--- config.mk ---
export PLATFORM = sky130hd
export DESIGN_NAME = band_level_smoother_peak_hold
export DESIGN_NICKNAME = d
export VERILOG_FILES = /design/src/hw/rtl/blsph_pkg.sv /design/src/hw/rtl/band_level_smoother_peak_hold.sv /design/src/hw/rtl/blsph_div.sv /design/src/hw/rtl/blsph_regs.sv
export SDC_FILE = /design/constraint.sdc
export NUM_CORES = 2
export LEC_CHECK = 0
export BUFFER_PORTS_ARGS = -buffer_cell sky130_fd_sc_hd__clkbuf_2
export CORE_ASPECT_RATIO = 1.25
export CORE_MARGIN = 3
export CORE_UTILIZATION = 45
export CTS_BUF_LIST = sky130_fd_sc_hd__clkbuf_16
export DETAILED_ROUTE_END_ITERATION = 10
export GPL_ROUTABILITY_DRIVEN = 0
export PLACE_DENSITY_LB_ADDON = 0.1
export SETUP_SLACK_MARGIN = 0.3
export SYNTH_ARGS = -nofsm -noshare
export SYNTH_HDL_FRONTEND = slang
export SYNTH_SLANG_ARGS = --single-unit
--- constraint.sdc ---
create_clock -name clk -period 21.9 [get_ports clk]
set_input_delay 2.19 -clock clk [delete_from_list [all_inputs] [get_ports clk]]
set_output_delay 2.19 -clock clk [all_outputs]
set_load 0.01 [all_outputs]
--- src/hw/rtl/blsph_pkg.sv ---
package blsph_pkg;

  // block sizing
  localparam int BAND_CNT   = 16;
  localparam int BAR_HEIGHT = 16;
  localparam int BAND_W     = (BAND_CNT > 1) ? $clog2(BAND_CNT) : 1;

  // field widths
  localparam int LEVEL_W = 12;
  localparam int PEAK_W  = 5;
  localparam int RAW_W   = 24;
  localparam int BIDX_W  = 4;
  localparam int DIV_W   = 16;
  localparam int PCT_W   = 7;
  localparam int SUM_W   = LEVEL_W + PCT_W + 1;
  localparam int CNT_W   = $clog2(RAW_W + 1);

  // caps
  localparam int LEVEL_MAX    = (1 << LEVEL_W) - 1;
  localparam int PEAK_MAX     = (1 << PEAK_W) - 1;
  localparam int FINE_CAP_RAW = 255 * BAR_HEIGHT;
  localparam int FINE_CAP     = (FINE_CAP_RAW > LEVEL_MAX) ? LEVEL_MAX : FINE_CAP_RAW;
  localparam int BAR_CAP      = (BAR_HEIGHT > LEVEL_MAX) ? LEVEL_MAX : BAR_HEIGHT;
  localparam int PEAK_CAP     = (BAR_HEIGHT > PEAK_MAX) ? PEAK_MAX : BAR_HEIGHT;
  localparam int PCT_FULL     = 100;

  // x / 100 as (x * 335545) >> 25, exact for every weighted sum up to 100 * 4095
  localparam int                 RECIP_W     = 19;
  localparam int                 RECIP_SHIFT = 25;
  localparam int                 PROD_W      = SUM_W + RECIP_W;
  localparam logic [RECIP_W-1:0] PCT_RECIP   = 19'd335545;

  // APB register file
  localparam int ADDR_W = 4;
  localparam int DATA_W = 32;
  localparam logic [1:0] REG_FINE_MODE = 2'd0;
  localparam logic [1:0] REG_BAR_DIV   = 2'd1;
  localparam logic [1:0] REG_FINE_DIV  = 2'd2;
  localparam logic [1:0] REG_SMOOTH    = 2'd3;

  // item commands
  localparam logic CMD_SAMPLE = 1'b0;
  localparam logic CMD_DECAY  = 1'b1;

  typedef struct packed {
    logic               fine_mode;
    logic [DIV_W-1:0]   bar_divisor;
    logic [DIV_W-1:0]   fine_divisor;
    logic [PCT_W-1:0]   smoothing_percent;
  } cfg_t;

  typedef struct packed {
    logic               start;
    logic [RAW_W-1:0]   dividend;
    logic [DIV_W-1:0]   divisor;
  } div_req_t;

  typedef struct packed {
    logic               done;
    logic [RAW_W-1:0]   quotient;
  } div_rsp_t;

endpackage

--- src/hw/rtl/band_level_smoother_peak_hold.sv ---
// Spectrum bar conditioner with peak hold.
// Input channel (in_valid/in_ready): one transfer is a band sample
// (in_cmd = 0, in_band_index, in_raw_level) or a peak decay tick (in_cmd = 1).
// Output channel (out_valid/out_ready): exactly one result per input item, in
// order: the band's new smoothed level and peak, or decay_done for a tick.
// Configuration over a 32-bit APB-style port, registers at 0x0, 0x4, 0x8, 0xC;
// write only while the block is idle.
// Timing: one item at a time; in_ready is low while an item is in progress.
// A sample runs the serial divider once (level / divisor, one quotient
// bit a cycle, 24 bits); the /100 of the weighted sum is a reciprocal multiply.
// A zero divisor skips the divide. A decay tick walks the peak store one
// band a cycle.
// The result sits in an output register, so the next item may be taken while
// it waits; if the receiver stalls, the following item holds in its final
// state until the register frees up.
// Reset (rst_n, synchronous) restores register defaults and marks every band's
// level and peak as zero through per-band valid bits.
module band_level_smoother_peak_hold (
  input  logic                          clk,
  input  logic                          rst_n,
  // input channel
  input  logic                          in_valid,
  output logic                          in_ready,
  input  logic                          in_cmd,
  input  logic [blsph_pkg::BIDX_W-1:0]  in_band_index,
  input  logic [blsph_pkg::RAW_W-1:0]   in_raw_level,
  // result channel
  output logic                          out_valid,
  input  logic                          out_ready,
  output logic [blsph_pkg::LEVEL_W-1:0] out_smoothed_level,
  output logic [blsph_pkg::PEAK_W-1:0]  out_peak_level,
  output logic                          out_decay_done,
  // configuration
  input  logic                          psel,
  input  logic                          penable,
  input  logic                          pwrite,
  input  logic [blsph_pkg::ADDR_W-1:0]  paddr,
  input  logic [blsph_pkg::DATA_W-1:0]  pwdata,
  output logic [blsph_pkg::DATA_W-1:0]  prdata,
  output logic                          pready
);
  import blsph_pkg::*;

  // sequencer states
  localparam logic [3:0] S_IDLE  = 4'd0;
  localparam logic [3:0] S_DGO1  = 4'd1; // start level / divisor
  localparam logic [3:0] S_DW1   = 4'd2;
  localparam logic [3:0] S_MIX   = 4'd3; // weighted sum
  localparam logic [3:0] S_SCALE = 4'd4; // sum / 100 by reciprocal
  localparam logic [3:0] S_UPD   = 4'd6; // store write-back
  localparam logic [3:0] S_DECAY = 4'd7; // peak walk
  localparam logic [3:0] S_EMIT  = 4'd8; // hand to output register

  cfg_t     cfg;
  div_req_t div_req;
  div_rsp_t div_rsp;

  logic [3:0]         state_r, state_nxt;
  logic [BAND_W-1:0]  idx_r, idx_nxt;
  logic [RAW_W-1:0]   raw_r, raw_nxt;
  logic [LEVEL_W-1:0] lvl_r, lvl_nxt;
  logic [SUM_W-1:0]   sum_r, sum_nxt;
  logic [LEVEL_W-1:0] sm_r, sm_nxt;
  logic [PEAK_W-1:0]  pk_r, pk_nxt;
  logic               dk_r, dk_nxt;

  logic               out_valid_r, out_valid_nxt;
  logic [LEVEL_W-1:0] out_sm_r, out_sm_nxt;
  logic [PEAK_W-1:0]  out_pk_r, out_pk_nxt;
  logic               out_dk_r, out_dk_nxt;

  // band stores, with valid bits standing in for the reset value
  logic [LEVEL_W-1:0] prev_r [BAND_CNT];
  logic [PEAK_W-1:0]  peak_r [BAND_CNT];
  logic [BAND_CNT-1:0] prev_vld_r, prev_vld_nxt;
  logic [BAND_CNT-1:0] peak_vld_r, peak_vld_nxt;
  logic               prev_we, peak_we;
  logic [LEVEL_W-1:0] prev_wd;
  logic [PEAK_W-1:0]  peak_wd;

  logic [LEVEL_W-1:0] prev_rd;
  logic [PEAK_W-1:0]  peak_rd;
  logic [LEVEL_W-1:0] cap;
  logic [DIV_W-1:0]   mode_div;
  logic [PCT_W-1:0]   pct;
  logic [PCT_W-1:0]   pct_old;
  logic               in_fire;
  logic               out_free;
  logic [PEAK_W-1:0]  pk_upd;
  logic [PROD_W-1:0]  sum_prod;

  blsph_regs u_regs (
    .clk     (clk),
    .rst_n   (rst_n),
    .psel    (psel),
    .penable (penable),
    .pwrite  (pwrite),
    .paddr   (paddr),
    .pwdata  (pwdata),
    .prdata  (prdata),
    .pready  (pready),
    .cfg     (cfg)
  );

  blsph_div u_div (
    .clk   (clk),
    .rst_n (rst_n),
    .req   (div_req),
    .rsp   (div_rsp)
  );

  assign in_ready = (state_r == S_IDLE);
  assign in_fire  = in_valid && in_ready;
  assign out_free = !out_valid_r || out_ready;

  assign prev_rd  = prev_vld_r[idx_r] ? prev_r[idx_r] : '0;
  assign peak_rd  = peak_vld_r[idx_r] ? peak_r[idx_r] : '0;
  assign cap      = cfg.fine_mode ? LEVEL_W'(FINE_CAP) : LEVEL_W'(BAR_CAP);
  assign mode_div = cfg.fine_mode ? cfg.fine_divisor : cfg.bar_divisor;
  assign pct      = (cfg.smoothing_percent > PCT_W'(PCT_FULL)) ? PCT_W'(PCT_FULL)
                                                              : cfg.smoothing_percent;
  assign pct_old  = PCT_W'(PCT_FULL) - pct;

  // sum never exceeds 100 * 4095, so the quotient fits the level without a clamp
  assign sum_prod = PROD_W'(sum_r) * PROD_W'(PCT_RECIP);

  // peak only rises in bar mode, capped at the bar height
  always_comb begin
    pk_upd = peak_rd;
    if (!cfg.fine_mode && (sm_r > LEVEL_W'(peak_rd))) begin
      pk_upd = (sm_r > LEVEL_W'(PEAK_CAP)) ? PEAK_W'(PEAK_CAP) : sm_r[PEAK_W-1:0];
    end
  end

  // divider request: level / mode divisor
  always_comb begin
    div_req.start    = (state_r == S_DGO1) && (mode_div != '0);
    div_req.dividend = raw_r;
    div_req.divisor  = mode_div;
  end

  always_comb begin
    state_nxt     = state_r;
    idx_nxt       = idx_r;
    raw_nxt       = raw_r;
    lvl_nxt       = lvl_r;
    sum_nxt       = sum_r;
    sm_nxt        = sm_r;
    pk_nxt        = pk_r;
    dk_nxt        = dk_r;
    out_valid_nxt = out_valid_r && !out_ready;
    out_sm_nxt    = out_sm_r;
    out_pk_nxt    = out_pk_r;
    out_dk_nxt    = out_dk_r;
    prev_we       = 1'b0;
    peak_we       = 1'b0;
    prev_wd       = sm_r;
    peak_wd       = pk_upd;

    case (state_r)
      S_IDLE: begin
        if (in_fire) begin
          raw_nxt = in_raw_level;
          sm_nxt  = '0;
          pk_nxt  = '0;
          dk_nxt  = 1'b0;
          if (in_cmd == CMD_DECAY) begin
            idx_nxt   = '0;
            dk_nxt    = 1'b1;
            state_nxt = S_DECAY;
          end else if (32'(in_band_index) >= BAND_CNT) begin
            state_nxt = S_EMIT;
          end else begin
            idx_nxt   = BAND_W'(in_band_index);
            state_nxt = S_DGO1;
          end
        end
      end
      S_DGO1: begin
        if (mode_div == '0) begin
          lvl_nxt   = cap;
          state_nxt = S_MIX;
        end else begin
          state_nxt = S_DW1;
        end
      end
      S_DW1: begin
        if (div_rsp.done) begin
          lvl_nxt   = (div_rsp.quotient > RAW_W'(cap)) ? cap
                                                       : div_rsp.quotient[LEVEL_W-1:0];
          state_nxt = S_MIX;
        end
      end
      S_MIX: begin
        sum_nxt   = SUM_W'(prev_rd) * SUM_W'(pct_old) + SUM_W'(lvl_r) * SUM_W'(pct);
        state_nxt = S_SCALE;
      end
      S_SCALE: begin
        sm_nxt    = sum_prod[RECIP_SHIFT +: LEVEL_W];
        state_nxt = S_UPD;
      end
      S_UPD: begin
        prev_we   = 1'b1;
        peak_we   = 1'b1;
        pk_nxt    = pk_upd;
        state_nxt = S_EMIT;
      end
      S_DECAY: begin
        if (peak_rd != '0) begin
          peak_we = 1'b1;
          peak_wd = peak_rd - 1'b1;
        end
        if (32'(idx_r) == BAND_CNT - 1) begin
          state_nxt = S_EMIT;
        end else begin
          idx_nxt = idx_r + 1'b1;
        end
      end
      S_EMIT: begin
        if (out_free) begin
          out_valid_nxt = 1'b1;
          out_sm_nxt    = sm_r;
          out_pk_nxt    = pk_r;
          out_dk_nxt    = dk_r;
          state_nxt     = S_IDLE;
        end
      end
      default: begin
        state_nxt = S_IDLE;
      end
    endcase
  end

  always_comb begin
    prev_vld_nxt = prev_vld_r;
    peak_vld_nxt = peak_vld_r;
    if (prev_we) begin
      prev_vld_nxt[idx_r] = 1'b1;
    end
    if (peak_we) begin
      peak_vld_nxt[idx_r] = 1'b1;
    end
  end

  always_ff @(posedge clk) begin
    if (!rst_n) begin
      state_r     <= S_IDLE;
      out_valid_r <= 1'b0;
      prev_vld_r  <= '0;
      peak_vld_r  <= '0;
    end else begin
      state_r     <= state_nxt;
      out_valid_r <= out_valid_nxt;
      prev_vld_r  <= prev_vld_nxt;
      peak_vld_r  <= peak_vld_nxt;
    end
  end

  always_ff @(posedge clk) begin
    idx_r    <= idx_nxt;
    raw_r    <= raw_nxt;
    lvl_r    <= lvl_nxt;
    sum_r    <= sum_nxt;
    sm_r     <= sm_nxt;
    pk_r     <= pk_nxt;
    dk_r     <= dk_nxt;
    out_sm_r <= out_sm_nxt;
    out_pk_r <= out_pk_nxt;
    out_dk_r <= out_dk_nxt;
  end

  // band stores: single shared index, one write per cycle
  always_ff @(posedge clk) begin
    if (prev_we) begin
      prev_r[idx_r] <= prev_wd;
    end
    if (peak_we) begin
      peak_r[idx_r] <= peak_wd;
    end
  end

  assign out_valid          = out_valid_r;
  assign out_smoothed_level = out_sm_r;
  assign out_peak_level     = out_pk_r;
  assign out_decay_done     = out_dk_r;

endmodule

--- src/hw/rtl/blsph_div.sv ---
module blsph_div (
  input  logic                clk,
  input  logic                rst_n,
  input  blsph_pkg::div_req_t req,
  output blsph_pkg::div_rsp_t rsp
);
  import blsph_pkg::*;

  // restoring divider, one quotient bit a cycle; quotient shifts into dvd_r
  logic [RAW_W-1:0] dvd_r, dvd_nxt;
  logic [DIV_W-1:0] rem_r, rem_nxt;
  logic [DIV_W-1:0] dsr_r, dsr_nxt;
  logic [CNT_W-1:0] cnt_r, cnt_nxt;
  logic             done_r, done_nxt;
  logic [DIV_W:0]   trial;

  always_comb begin
    dvd_nxt  = dvd_r;
    rem_nxt  = rem_r;
    dsr_nxt  = dsr_r;
    cnt_nxt  = cnt_r;
    done_nxt = 1'b0;
    trial    = {rem_r, dvd_r[RAW_W-1]};
    if (req.start) begin
      dvd_nxt = req.dividend;
      dsr_nxt = req.divisor;
      rem_nxt = '0;
      cnt_nxt = CNT_W'(RAW_W);
    end else if (cnt_r != '0) begin
      if (trial >= {1'b0, dsr_r}) begin
        rem_nxt = DIV_W'(trial - {1'b0, dsr_r});
        dvd_nxt = {dvd_r[RAW_W-2:0], 1'b1};
      end else begin
        rem_nxt = trial[DIV_W-1:0];
        dvd_nxt = {dvd_r[RAW_W-2:0], 1'b0};
      end
      cnt_nxt = cnt_r - 1'b1;
      if (cnt_r == CNT_W'(1)) begin
        done_nxt = 1'b1;
      end
    end
  end

  always_ff @(posedge clk) begin
    if (!rst_n) begin
      cnt_r  <= '0;
      done_r <= 1'b0;
    end else begin
      cnt_r  <= cnt_nxt;
      done_r <= done_nxt;
    end
  end

  always_ff @(posedge clk) begin
    dvd_r <= dvd_nxt;
    rem_r <= rem_nxt;
    dsr_r <= dsr_nxt;
  end

  assign rsp.done     = done_r;
  assign rsp.quotient = dvd_r;

endmodule

--- src/hw/rtl/blsph_regs.sv ---
module blsph_regs (
  input  logic                         clk,
  input  logic                         rst_n,
  input  logic                         psel,
  input  logic                         penable,
  input  logic                         pwrite,
  input  logic [blsph_pkg::ADDR_W-1:0] paddr,
  input  logic [blsph_pkg::DATA_W-1:0] pwdata,
  output logic [blsph_pkg::DATA_W-1:0] prdata,
  output logic                         pready,
  output blsph_pkg::cfg_t              cfg
);
  import blsph_pkg::*;

  cfg_t       cfg_r, cfg_nxt;
  logic [1:0] reg_idx;
  logic       wr_en;

  assign reg_idx = paddr[3:2];
  assign wr_en   = psel && penable && pwrite;
  assign pready  = 1'b1;

  always_comb begin
    cfg_nxt = cfg_r;
    if (wr_en) begin
      case (reg_idx)
        REG_FINE_MODE: cfg_nxt.fine_mode         = pwdata[0];
        REG_BAR_DIV:   cfg_nxt.bar_divisor       = pwdata[DIV_W-1:0];
        REG_FINE_DIV:  cfg_nxt.fine_divisor      = pwdata[DIV_W-1:0];
        REG_SMOOTH:    cfg_nxt.smoothing_percent = pwdata[PCT_W-1:0];
        default:       cfg_nxt = cfg_r;
      endcase
    end
  end

  always_comb begin
    case (reg_idx)
      REG_FINE_MODE: prdata = DATA_W'(cfg_r.fine_mode);
      REG_BAR_DIV:   prdata = DATA_W'(cfg_r.bar_divisor);
      REG_FINE_DIV:  prdata = DATA_W'(cfg_r.fine_divisor);
      REG_SMOOTH:    prdata = DATA_W'(cfg_r.smoothing_percent);
      default:       prdata = '0;
    endcase
  end

  always_ff @(posedge clk) begin
    if (!rst_n) begin
      cfg_r.fine_mode         <= 1'b0;
      cfg_r.bar_divisor       <= DIV_W'(1);
      cfg_r.fine_divisor      <= DIV_W'(1);
      cfg_r.smoothing_percent <= PCT_W'(50);
    end else begin
      cfg_r <= cfg_nxt;
    end
  end

  assign cfg = cfg_r;

endmodule

* Word-level counts from Yosys, hierarchy flattened
Memories as Yosys holds them, arrays and structs flattened. A register that Yosys moved wholly into a read port is not among the register bits. Index checks and enable logic that the tools add are counted.
Storage, ports and cells: bits in writable memories 272, register bits 235, word-level logic and storage cells 153, bits of input ports 72, memories 2
Memories:
- prev_r | words 16, width 12, read ports 1, clocked after Yosys merged registers in 1, write ports 1, line band_level_smoother_peak_hold.sv:73 | logic [LEVEL_W-1:0] prev_r [BAND_CNT];
- peak_r | words 16, width 5, read ports 1, clocked after Yosys merged registers in 1, write ports 1, line band_level_smoother_peak_hold.sv:74 | logic [PEAK_W-1:0] peak_r [BAND_CNT];
Cells by class: mux-type cells 54, reductions and logical operators 35, bitwise gates (word level) 4, eq/ne operators 18, multiply operators 3, $lt $le $gt $ge 7, add/subtract/negate cells 6
Operators by type and width (count):
- $pmux W32 S4 | 1
- $mux W12 | 6
- $mux W24 | 2
- $pmux W12 S2 | 2
- $mux W5 | 8
- $mul A12 B7 Y19 | 2
- $mul A20 B19 Y37 const B | 1
- $mux W4 | 9
- $mux W16 | 2
- $or A16 B16 Y16 | 2
- $pmux W4 S8 | 1
- $gt A24 B12 Y1 | 1
- $add A19 B19 Y20 | 1
- $ge A17 B16 Y1 | 1
- $logic_not A16 Y1 | 1
- $reduce_and A2 Y1 | 8
- $reduce_bool A16 Y1 | 1
- $sub A16 B16 Y16 | 1
- $mux W1 | 15
- $eq A4 B3 Y1 const B | 3
- $gt A12 B5 Y1 | 1
- $gt A12 B5 Y1 const B | 1
- $pmux W5 S2 | 1
- $reduce_bool A2 Y1 | 5
- 31 further kinds | 51

* Depth between registers and ports, before layout
word-level depth 8, gate-level depth with buffers 31, depth with buffers taken out 29

* Cells and area by module
From an unflattened synthesis, not the netlist that was laid out.
Unflattened totals: cell total of the unflattened synthesis 2655, area total of the unflattened synthesis 33838.7 um^2
By module, submodules not included:
- band_level_smoother_peak_hold | seq. area each 11871.4 um^2, area each 28267.1 um^2, times used 1, cells an instance 2096
- blsph_div | seq. area each 1641.6 um^2, area each 3617.2 um^2, times used 1, cells an instance 356
- blsph_regs | seq. area each 800.8 um^2, area each 1954.4 um^2, times used 1, cells an instance 203

* Least setup slack after synthesis
No wires, ideal clock.
path type register -> register, start point register u_regs.cfg_r (netlist bit u_regs.cfg[3]), end point register sum_r[19], data pin, period minus slack after synthesis 7.504 ns, buffers on the path 2, data arrival time 7.337 ns, stages on the path, launching flop included 30, setup time 0.167 ns, data required time 21.733 ns, setup slack 14.396 ns, cell sequence dfxtp_1 -> clkbuf_1 -> nor2_1 -> a21oi_1 -> nor2b_1 -> clkbuf_1 -> inv_1 -> ha_1 -> nand2b_1 -> nand2b_1 -> a32oi_1 -> nand2_1 -> or2_2 -> fa_1 -> fa_1 -> fa_1 -> inv_1 -> fa_1 -> inv_1 -> fa_1 -> fa_1 -> inv_1 -> ha_1 -> a21oi_1 -> a2bb2oi_1 -> a21oi_1 -> a221o_1 -> o41ai_1 -> nor2_1 -> a211oi_1
On the way: cells in the longest elaborated chain, start to end 5
Ends and longest elaborated chain:
- start, declared | line blsph_regs.sv:15 | cfg_t cfg_r, cfg_nxt;
- start signal, assigned | line blsph_regs.sv:53 | cfg_r <= cfg_nxt;
- $gt A7 B7 Y1 | line band_level_smoother_peak_hold.sv:120 | assign pct = (cfg.smoothing_percent > PCT_W'(PCT_FULL)) ? PCT_W'(PCT_FULL)
- $mux W7 * | line band_level_smoother_peak_hold.sv:120
- $sub A7 B7 Y7 | line band_level_smoother_peak_hold.sv:122 | assign pct_old = PCT_W'(PCT_FULL) - pct;
- $mul A12 B7 Y19 | line band_level_smoother_peak_hold.sv:195 | sum_nxt = SUM_W'(prev_rd) * SUM_W'(pct_old) + SUM_W'(lvl_r) * SUM_W'(pct);
- $add A19 B19 Y20 * | line band_level_smoother_peak_hold.sv:195
- end signal, assigned | line band_level_smoother_peak_hold.sv:263 | sum_r <= sum_nxt;
- end, declared | line band_level_smoother_peak_hold.sv:62 | logic [SUM_W-1:0] sum_r, sum_nxt;
Every way passes the cells marked *; elsewhere a longest branch is shown, timed or not. A chain may end at the register's enable or synchronous reset.

* Worst setup path in the final report
start point register u_regs.cfg_r (netlist bit u_regs.cfg[6]), end point register sum_r[19], data pin
Same word-level chain as after synthesis.

==> impl_metrics.toml <==
[grt]
overflow = 0
grt_util_met2 = 0.351
grt_busiest_layer = "met2"
grt_pass1_wl_um = 121000
grt_pass1_vias = 21600
grt_use_met3 = 0.0227
met1_usage = 0.260
grt_usage = 0.199
antenna_found_initial = 0
grt_max_degree = 85

[sta]
period_minus_slack_ns = 9.60
hold_viol = 0
fin_crit_sh = 0.438
setup_ws_ns = 12.30
tns_ns = 0
setup_viol = 0
relSlewSlack = 0.122
fmax_ghz = 0.104
tightest_slew_ns = 1.31
fin_worst_skew_ns = 0.0416
slew_violations = 0
grt_setup_unrepaired = "false"

[clocking]
cts_root_buf = "clkbuf_16"
cts_hold_buf = 0
cts_sinks = 511
cts_tree = "done"
postCtsSetupBuffers = 0
clk_pin_slew_ns = 0.06
htree_levels = 2
post_cts_resized = 0
cts_buffers = 51
cts_buffer_depth = 3
insertion_delay_ns = 0.63

[logic_synthesis]
synth_top_flop_cell = "edfxtp_1"
synthCells = 2663
yosys.cell_count.top_type = "edfxtp_1"
synth-seq-cells = 511
netlist.top_cell.by_area = "edfxtp_1"
synth_top_area_frac = 0.363
seq_area_frac_synth = 0.424
netlist_top_cells_count = "edfxtp_1, inv_1, ha_1, fa_1, nand2_1"
yosys_warnings = 0
synthDistinctLibCells = 70
async_reset_ff_frac = 0
synth_area_leaders = "edfxtp_1, fa_1, ha_1"
synth_edf_count = 408
synth_area_um2 = 33700
synth.avg_cell_area_um2 = 12.7

[worst_setup_path]
path_class = "flip-flop to flip-flop"
max_stage_delay_ns = 0.79
crit_top_cell = "fa_1"
crit_path_start_kind = "flip-flop"
cp.arrival_ns = 10.05
r2r_start = "u_regs.cfg[6]"
crit_start = "u_regs.cfg[6]"
crit_path_end_kind = "flip-flop"
critPathSlowestCell = "dfxtp_1"
required_ns = 22.35
cp_max_fo = 22

[outcome]
outcome = "completed"

[cells_and_area]
num_antenna_cells = 0
finish.utilization = 0.497
area_delta_synth_final_pct = 8.59
final_nets = 3358
drive_gt1_frac = 0.125

[floorplan]
std_cell_rows = 111
dieWidth_um = 251
start_util = 0.457
dieArea_um2 = 78300
die_h_um = 312
core_area_um2 = 73700
io_pins = 125

[routing]
drc = 0
detail-route-antenna-nets = 0
vias = 19900
drtIter0Drc = 1150
vias_per_cell = 5.34
drtPass1Iterations = 5
wire_per_inst_um = 20.3
drt_wl_total_um = 75700

[power]
power.density_nw_per_um2 = 139
p_leak_nw = 15.2
peakVddDrop_v = 0.000161
total_power_w = 0.00510

[run]
cap_violations = 0

[place]
dp_hpwl_um = 55600
pre_cts_ws_ns = 12.31
port-buffer-count = 89

[hold_path]
min_path_type = "flip-flop to flip-flop"
min_from = "pk_r[4]"
-- area by class of cell --
class / count / area, um^2
tap: 960 / 1200
sequential: 511 / 14300
fill: 6463 / 37100
inverter: 385 / 1450
clock inverter: 45 / 399
multi-input combinational: 1672 / 17400
timing repair buffer: 104 / 558
clock buffer: 51 / 1280
-- cell families (layout without fill, tap and decap cells) --
kind of cell	after synthesis	after routing	synth area share
other cells	2	17	0.000223
compound gates	269	269	0.0551
fa+ha+maj	561	561	0.270
mux	167	167	0.0886
xor+xnor	45	45	0.0117
buf+inv	495	585	0.0613
simple gates	613	613	0.0891
flops	511	511	0.424
-- worst paths after layout --
path,end,slack (ns),cells after the start
hold / removal,out_peak_level[4],0.42,0
setup reg to reg,sum_r[19],12.30,28
hold reg to reg,out_peak_level[4],0.42,0
setup / recovery,sum_r[19],12.30,28
-- layout by cell type (no fill, tap or decap), types with 50 or more instances in the layout --
master     count
mux2_2        58
inv_1        387
nor2_1       107
nand2_1      208
fa_1         276
dfxtp_1      101
and3_1        50
ha_1         285
clkbuf_16     51
edfxtp_1     408
mux4_2        81
clkbuf_2      89
and2_1        60
-- worst max-delay path, delay by kind of cell (launching register included) --
family,cells,cell delay [ns]
AO/OA/AOI/OAI,8,2.73
adder cells (fa/ha/maj),8,3.66
flip-flops,1,0.79
buffers and inverters,5,0.43
AND/OR/NAND/NOR,7,1.82
-- where the power goes --
part / leakage, nW / switching, W / internal (W)
Sequential: 4.56 / 0.000156 / 0.00125
Clock: 0.848 / 0.000386 / 0.000478
Combinational: 9.78 / 0.00156 / 0.00126
-- through the flow --
step	hold WS, ns	instances	area [um^2]
after CTS	0.418	3728	36600
final	0.416	3728	36600
after floorplan	0.400	2678	33800
after global routing	0.425	3728	36600
after detailed placement	0.406	3632	34900
after global placement	0.403	3632	34900
-- flip-flops by register name, summed over array words and instances, names as in the netlist, 12 cells and up, named ones only --
| name | cells |
|---|---|
| raw_r | 24 |
| sum_r | 20 |
| peak_r | 80 |
| prev_r | 192 |
| u_regs.cfg | 40 |
| prev_wd | 12 |
| u_div.dsr_r | 16 |
| prev_vld_r | 16 |
| peak_vld_r | 16 |
| u_div.dvd_r | 24 |
| lvl_r | 12 |
| u_div.rem_r | 16 |
| out_smoothed_level | 12 |
-- routing by layer --
| metal | vias up | part of all wire |
|---|---|---|
| met5 | - | 0 |
| met3 | 109 | 0.035 |
| li1 | 9359 | - |
| met1 | 10100 | 0.43 |
| met4 | 0 | 0.024 |
| met2 | 370 | 0.51 |
(Power assumes the default switching activity.)
